==> src/rtl/c3rb_pkg.sv <==
// shared types, constants and helpers for the 3x3 clamp-to-edge convolution
package c3rb_pkg;

    localparam int KSIZE       = 3;
    localparam int COEF_W      = 16;
    localparam int IN_PIX_W    = 16;
    localparam int OUT_W       = 36;
    localparam int IDX_W       = 10;
    localparam int DIM_W       = 11;
    localparam int KROW_W      = 48;
    localparam int CFG_IDX_W   = 3;
    localparam int FIFO_DEPTH  = 8;
    localparam int FIFO_PTR_W  = 3;
    localparam int FIFO_CNT_W  = 4;

    localparam logic [DIM_W-1:0]  DIM_RESET      = 11'd1024;
    localparam logic [KROW_W-1:0] KROW_TOP_RESET = 48'h0;
    localparam logic [KROW_W-1:0] KROW_MID_RESET = 48'h10000;
    localparam logic [KROW_W-1:0] KROW_BOT_RESET = 48'h0;

    typedef enum logic {
        CMD_PIXEL = 1'b0,
        CMD_FLUSH = 1'b1
    } t_cmd;

    typedef enum logic [CFG_IDX_W-1:0] {
        CFG_IMAGE_WIDTH  = 3'd0,
        CFG_IMAGE_HEIGHT = 3'd1,
        CFG_KROW_TOP     = 3'd2,
        CFG_KROW_MID     = 3'd3,
        CFG_KROW_BOT     = 3'd4
    } t_cfg_reg;

    // one spare bit so a sum of two coefficients still fits
    typedef logic signed [COEF_W:0] t_coef;
    typedef t_coef [KSIZE-1:0] t_coef_col;

    typedef struct packed {
        logic load;
        logic fill;
    } t_cell_ctrl;

    typedef struct packed {
        logic rd_en;
        logic prev_wr_en;
        logic before_wr_en;
    } t_lb_ctrl;

    typedef struct packed {
        logic             e1;
        logic             e2;
        logic             flast;
        logic [IDX_W-1:0] row;
        logic [IDX_W-1:0] col;
    } t_meta;

    // one queue entry: up to two results caused by one pixel beat
    typedef struct packed {
        logic                    e1;
        logic                    e2;
        logic                    flast;
        logic [IDX_W-1:0]        row;
        logic [IDX_W-1:0]        col;
        logic signed [OUT_W-1:0] val1;
        logic signed [OUT_W-1:0] val2;
    } t_res_pair;

    function automatic t_coef kcoef(logic [KROW_W-1:0] krow, int j);
        logic [COEF_W-1:0] b;
        b = krow[COEF_W*j +: COEF_W];
        return {b[COEF_W-1], b};
    endfunction

endpackage

==> src/rtl/c3rb_if.sv <==


interface c3rb_res_if import c3rb_pkg::*; ();
    logic                    valid;
    logic                    ready;
    logic signed [OUT_W-1:0] out_value;
    logic [IDX_W-1:0]        out_row;
    logic [IDX_W-1:0]        out_col;
    logic                    row_last;
    logic                    frame_last;

    modport source(output valid, out_value, out_row, out_col, row_last, frame_last,
                   input ready);
    modport sink(input valid, out_value, out_row, out_col, row_last, frame_last,
                 output ready);
endinterface

==> src/rtl/c3rb_fifo.sv <==
// result queue: one entry per pixel beat that gives results, handed out as one or two result beats
module c3rb_fifo import c3rb_pkg::*; (
    input  logic                  i_clk,
    input  logic                  i_rst_n,
    input  logic                  i_push,
    input  t_res_pair             i_entry,
    output logic [FIFO_CNT_W-1:0] o_count,
    c3rb_res_if.source            o_res
);

    t_res_pair               r_mem [FIFO_DEPTH];
    logic [FIFO_PTR_W-1:0]   r_wr_ptr;
    logic [FIFO_PTR_W-1:0]   r_rd_ptr;
    logic [FIFO_CNT_W-1:0]   r_count;
    logic                    r_second;
    t_res_pair               head;
    logic                    show2;
    logic                    beat;
    logic                    pop;

    always_comb begin
        head  = r_mem[r_rd_ptr];
        show2 = !head.e1 || r_second;
        beat  = o_res.valid && o_res.ready;
        pop   = beat && (show2 || !head.e2);

        o_res.valid      = r_count != '0;
        o_res.out_value  = show2 ? head.val2 : head.val1;
        o_res.out_row    = head.row;
        o_res.out_col    = show2 ? head.col : head.col - IDX_W'(1);
        o_res.row_last   = show2;
        o_res.frame_last = show2 && head.flast;
    end

    always_ff @(posedge i_clk) begin
        if (i_push) begin
            r_mem[r_wr_ptr] <= i_entry;
        end
    end

    always_ff @(posedge i_clk) begin
        if (!i_rst_n) begin
            r_wr_ptr <= '0;
            r_rd_ptr <= '0;
            r_count  <= '0;
            r_second <= 1'b0;
        end else begin
            if (i_push) begin
                r_wr_ptr <= r_wr_ptr + FIFO_PTR_W'(1);
            end
            if (pop) begin
                r_rd_ptr <= r_rd_ptr + FIFO_PTR_W'(1);
                r_second <= 1'b0;
            end else if (beat) begin
                r_second <= 1'b1;
            end
            case ({i_push, pop})
                2'b10:   r_count <= r_count + FIFO_CNT_W'(1);
                2'b01:   r_count <= r_count - FIFO_CNT_W'(1);
                default: r_count <= r_count;
            endcase
        end
    end

    assign o_count = r_count;

endmodule

==> src/flat_wrapper.sv <==
// flat-port wrapper written by rule: the top's interface ports become plain ports
module c3rb_fifo_flat import c3rb_pkg::*;
  (i_clk, i_rst_n, i_push, i_entry, o_count, o_res_valid, o_res_out_value, o_res_out_row, o_res_out_col, o_res_row_last, o_res_frame_last, o_res_ready);
  c3rb_res_if o_res_i ();
  input  logic i_clk;
  input  logic i_rst_n;
  input  logic i_push;
  input  t_res_pair i_entry;
  output logic [FIFO_CNT_W-1:0] o_count;
  output wire logic [$bits(o_res_i.valid)-1:0] o_res_valid;
  output wire logic [$bits(o_res_i.out_value)-1:0] o_res_out_value;
  output wire logic [$bits(o_res_i.out_row)-1:0] o_res_out_row;
  output wire logic [$bits(o_res_i.out_col)-1:0] o_res_out_col;
  output wire logic [$bits(o_res_i.row_last)-1:0] o_res_row_last;
  output wire logic [$bits(o_res_i.frame_last)-1:0] o_res_frame_last;
  input wire logic [$bits(o_res_i.ready)-1:0] o_res_ready;
  assign o_res_valid = o_res_i.valid;
  assign o_res_out_value = o_res_i.out_value;
  assign o_res_out_row = o_res_i.out_row;
  assign o_res_out_col = o_res_i.out_col;
  assign o_res_row_last = o_res_i.row_last;
  assign o_res_frame_last = o_res_i.frame_last;
  assign o_res_i.ready = o_res_ready;
  c3rb_fifo u_core (.i_clk(i_clk), .i_rst_n(i_rst_n), .i_push(i_push), .i_entry(i_entry), .o_count(o_count), .o_res(o_res_i));
endmodule
==> config.mk <==
export PLATFORM = sky130hd
export DESIGN_NAME = c3rb_fifo_flat
export DESIGN_NICKNAME = d
export VERILOG_FILES = /design/src/rtl/c3rb_pkg.sv /design/src/rtl/c3rb_if.sv /design/src/rtl/c3rb_fifo.sv /design/src/flat_wrapper.sv
export SDC_FILE = /design/constraint.sdc
export NUM_CORES = 1
export LEC_CHECK = 0
export ABC_AREA = 1
export ABC_CLOCK_PERIOD_IN_PS = 11100
export BUFFER_PORTS_ARGS = -buffer_cell sky130_fd_sc_hd__buf_4
export CAP_MARGIN = 20
export CORE_ASPECT_RATIO = 0.5
export CORE_MARGIN = 3
export CORE_UTILIZATION = 65
export CTS_BUF_LIST = sky130_fd_sc_hd__clkbuf_2
export CTS_CLUSTER_SIZE = 16
export DETAILED_ROUTE_END_ITERATION = 10
export PLACE_DENSITY_LB_ADDON = 0.3
export REMOVE_ABC_BUFFERS = 1
export SETUP_SLACK_MARGIN = 0.2
export SYNTH_ARGS = -nofsm -noshare
export SYNTH_HDL_FRONTEND = slang
export SYNTH_SLANG_ARGS = --single-unit
==> constraint.sdc <==
create_clock -name i_clk -period 11.1 [get_ports i_clk]
set_input_delay 1.11 -clock i_clk [delete_from_list [all_inputs] [get_ports i_clk]]
set_output_delay 1.11 -clock i_clk [all_outputs]
set_load 0.01 [all_outputs]
==> impl_metrics.csv <==
group,metric,value,unit
timing,slew_headroom,0.219,
global_routing,antenna_found_initial,1,
placed_design,dp_slack,6.24,ns
clocking,clockBufferDepth,3,
clocking,cts_setup_buffers,0,
routing,drtPass1Iterations,5,
global_routing,grt_pass1_wl,103000,um
yosys,muxShareOfSynthArea,0.0240,
global_routing,grt_usage,0.265,
routing,first_iter_violations,2046,
layout,regArea,23100,um^2
yosys,synthCells,2197,
routing,remaining_drc_errors,0,
timing,period_needed,6.14,ns
yosys,synth_area_leaders,"edfxtp_1, o221ai_1, nor2_1",
timing,fin_worst_skew,0.0548,ns
timing,finalSetupViolations,0,
yosys,synth_seq_area_share,0.758,
timing,final-max-slew-violation-count,0,
floorplanning,num_io_pins,162,
yosys,synth-compound-area-share,0.0935,
yosys,synth-edff-count,760,
yosys,post_synth_fa_ha_maj_area_fraction,0.00246,
critical_path,critPathMaxFanout,111,
floorplanning,start_util,0.666,
routing,wl_met3,5840,um
clocking,cts_buffers,162,
timing,whs,0.200,ns
placed_design,hpwlAfterDp,33300,um
floorplanning,placementRows,55,
placed_design,place_congestion,0.747,
critical_path,worst_ep_arrival_time,5.03,ns
yosys,async_flop_share,0,
yosys,synth_top_area_frac,0.749,
yosys,synth.avg_cell_area,13.9,um^2
timing,fin_ws,4.96,ns
yosys,yosysTopAreaCell,"edfxtp_1",
clocking,cts_hold_buffers,0,
yosys,yosys.area_share.simple,0.0879,
min_path,hp-class,"input pin to register",
floorplanning,die_w,312,um
floorplanning,die_area,49700,um^2
layout,layout-drive-gt1-share,0.188,
status,outcome,"finished clean",
yosys,yosysWarnings,0,
clocking,clkTransAtPathRegs,0.11,ns
layout,syn2layout_area_growth,9.82,%
clocking,cts_root_buf,"clkbuf_2",
critical_path,startpoint_type,"register",
timing,timing.final.crit_share,0.554,
global_routing,grt_max_degree,185,
layout,finalNetCount,2510,
yosys,synth_cell_type_count,32,
yosys,synthXorXnorAreaFrac,0.00172,
critical_path,critPathRequiredTime,9.99,ns
power,ir_worst_vdd,0.137,mV
timing,clock.fmax,0.163,GHz
timing,rsz0062_at_grt,"false",
yosys,ys_ff_latch,774,
power,power.leakage,11.8,nW
timing,hold_viol,0,
routing,vias_per_cell,6.08,
routing,wirelength_met1,26200,um
yosys,synth_most_common_cell,"edfxtp_1",
clocking,ctsResizeCount,0,
routing,routed_wl,66200,um
floorplanning,core,45800,um^2
critical_path,setup.worst_path.class,"register to output port",
routing,final_antenna_net_count,0,
layout,fill_cells,2850,
yosys,synth_top_family_by_area,"compound AO/OA/AOI/OAI gates",
power,p_per_area,216,nW/um^2
floorplanning,die_h,159,um
critical_path,cp-end-kind,"output port",
global_routing,grt_overflow_total,0,
layout,multi_input_area,6450,um^2
run,cap_violations,0,
clocking,htree_levels,4,
clocking,cts_sinks,774,
routing,wl_per_cell,21.1,um
routing,dr_wl_met2,32500,um
timing,worst_slew_pin_slew,1.17,ns
yosys,ys.flop_type,"edfxtp_1",
routing,top_layer,"met4",
global_routing,grt_pass1_vias,19136,
routing,vias,19079,
yosys,syn-cell-area,30500,um^2
yosys,synth_common_cells,"edfxtp_1, nor2_1, o21ai_0",
clocking,clk_latency,1.13,ns
clocking,cts_tree,"done",
placed_design,port-buffer-count,161,
==> worst max-delay path, stage by stage (launching register included) <==
cell and delay, ns:
dfxtp_4 0.89, inv_6 0.51, nand2_1 0.21, nand3_1 0.12, nand3_2 0.10, buf_4 0.62
inv_2 0.68, nand2_1 0.26, xor2_1 0.25, buf_4 0.17
==> registers in the layout, indices dropped and copies added (netlist names), named ones only <==
register and flops:
u_core.r_mem 760, u_core.o_count 4, u_core.r_rd_ptr 3, u_core.r_wr_ptr 3, u_core.r_second 1
==> cell families (layout without fill, tap and decap cells) <==
group                      Yosys count  count (layout)
DFF                                774             774
and+or+nand+nor                    662             662
AOI/OAI and AO/OA                  453             453
buffers and inverters              223             538
muxes                               73              73
adders and majority gates            6               6
xor gates and xnor gates             6               6
other                                0               1
==> report_power, final <==
| group | internal [mW] | total (mW) | leakage, nW | switching, mW |
|---|---|---|---|---|
| Sequential | 3.29 | 3.38 | 7.02 | 0.0915 |
| Clock | 0.617 | 1.62 | 1.10 | 1.00 |
| Combinational | 0.785 | 2.23 | 3.66 | 1.44 |
==> worst paths after layout <==
check / start / to / slack [ns] / depth (start not counted)
worst min register to register: u_core.o_count[3]$_SDFFE_PN0P_ / u_core.o_count[3]$_SDFFE_PN0P_ / 0.50 / 2
worst max register to register: register / u_core.o_count[2]$_SDFFE_PN0P_ / 7.34 / 17
worst min-delay path: i_entry[1] / u_core.r_mem[0][1]$_DFFE_PP_ / 0.20 / 1
worst max-delay path: register / o_res_out_col[2] / 4.96 / 9
==> per-stage QoR <==
step                TNS, ns  area (um^2)  utilization  total power, mW  cells
finish                    0        33500        0.731             7.23   3140
CTS                       0        33500        0.731             7.27   3139
floorplan           -351.52        29800            -             4.92   2053
detailed placement        0        32100        0.701             5.67   2868
global placement          0        32100        0.701             5.60   2868
global route              0        33500        0.731             7.61   3140
==> layer usage <==
metal	vias up	global-route usage
li1	8720	-
met1	9218	0.359
met2	1004	0.432
met3	137	0.0512
met4	0	0.105
met5	-	0
==> final cells by class <==
cell class	instances	area share
multi-input combinational	1200	0.193
clock inverter	15	0.00292
antenna	1	0.0000748
inverter	79	0.00931
timing repair buffer	188	0.0426
sequential	774	0.691
tap	627	0.0234
clock buffer	256	0.0383
==> cell usage in the layout (no fill, tap or decap), types with 2 or more instances in the layout <==
master,synthesis,final
buf_4,18,187
o221ai_1,145,145
clkbuf_2,0,256
xor2_1,4,4
ha_1,6,6
clkinv_1,0,8
a21oi_1,10,10
edfxtp_1,760,760
nand3_1,126,126
nor2_4,1,9
clkinvlp_4,0,4
a31oi_1,10,10
o22ai_1,11,11
nor2_2,2,2
o211ai_1,2,2
dfxtp_1,14,11
xnor2_1,2,2
nor2_1,324,316
nand2_1,202,202
o21ai_0,227,227
o21ai_1,46,46
inv_2,4,4
mux2i_1,73,73
dfxtp_4,0,3
nand4_1,4,4
inv_1,75,74
(Power assumes the default switching activity.)
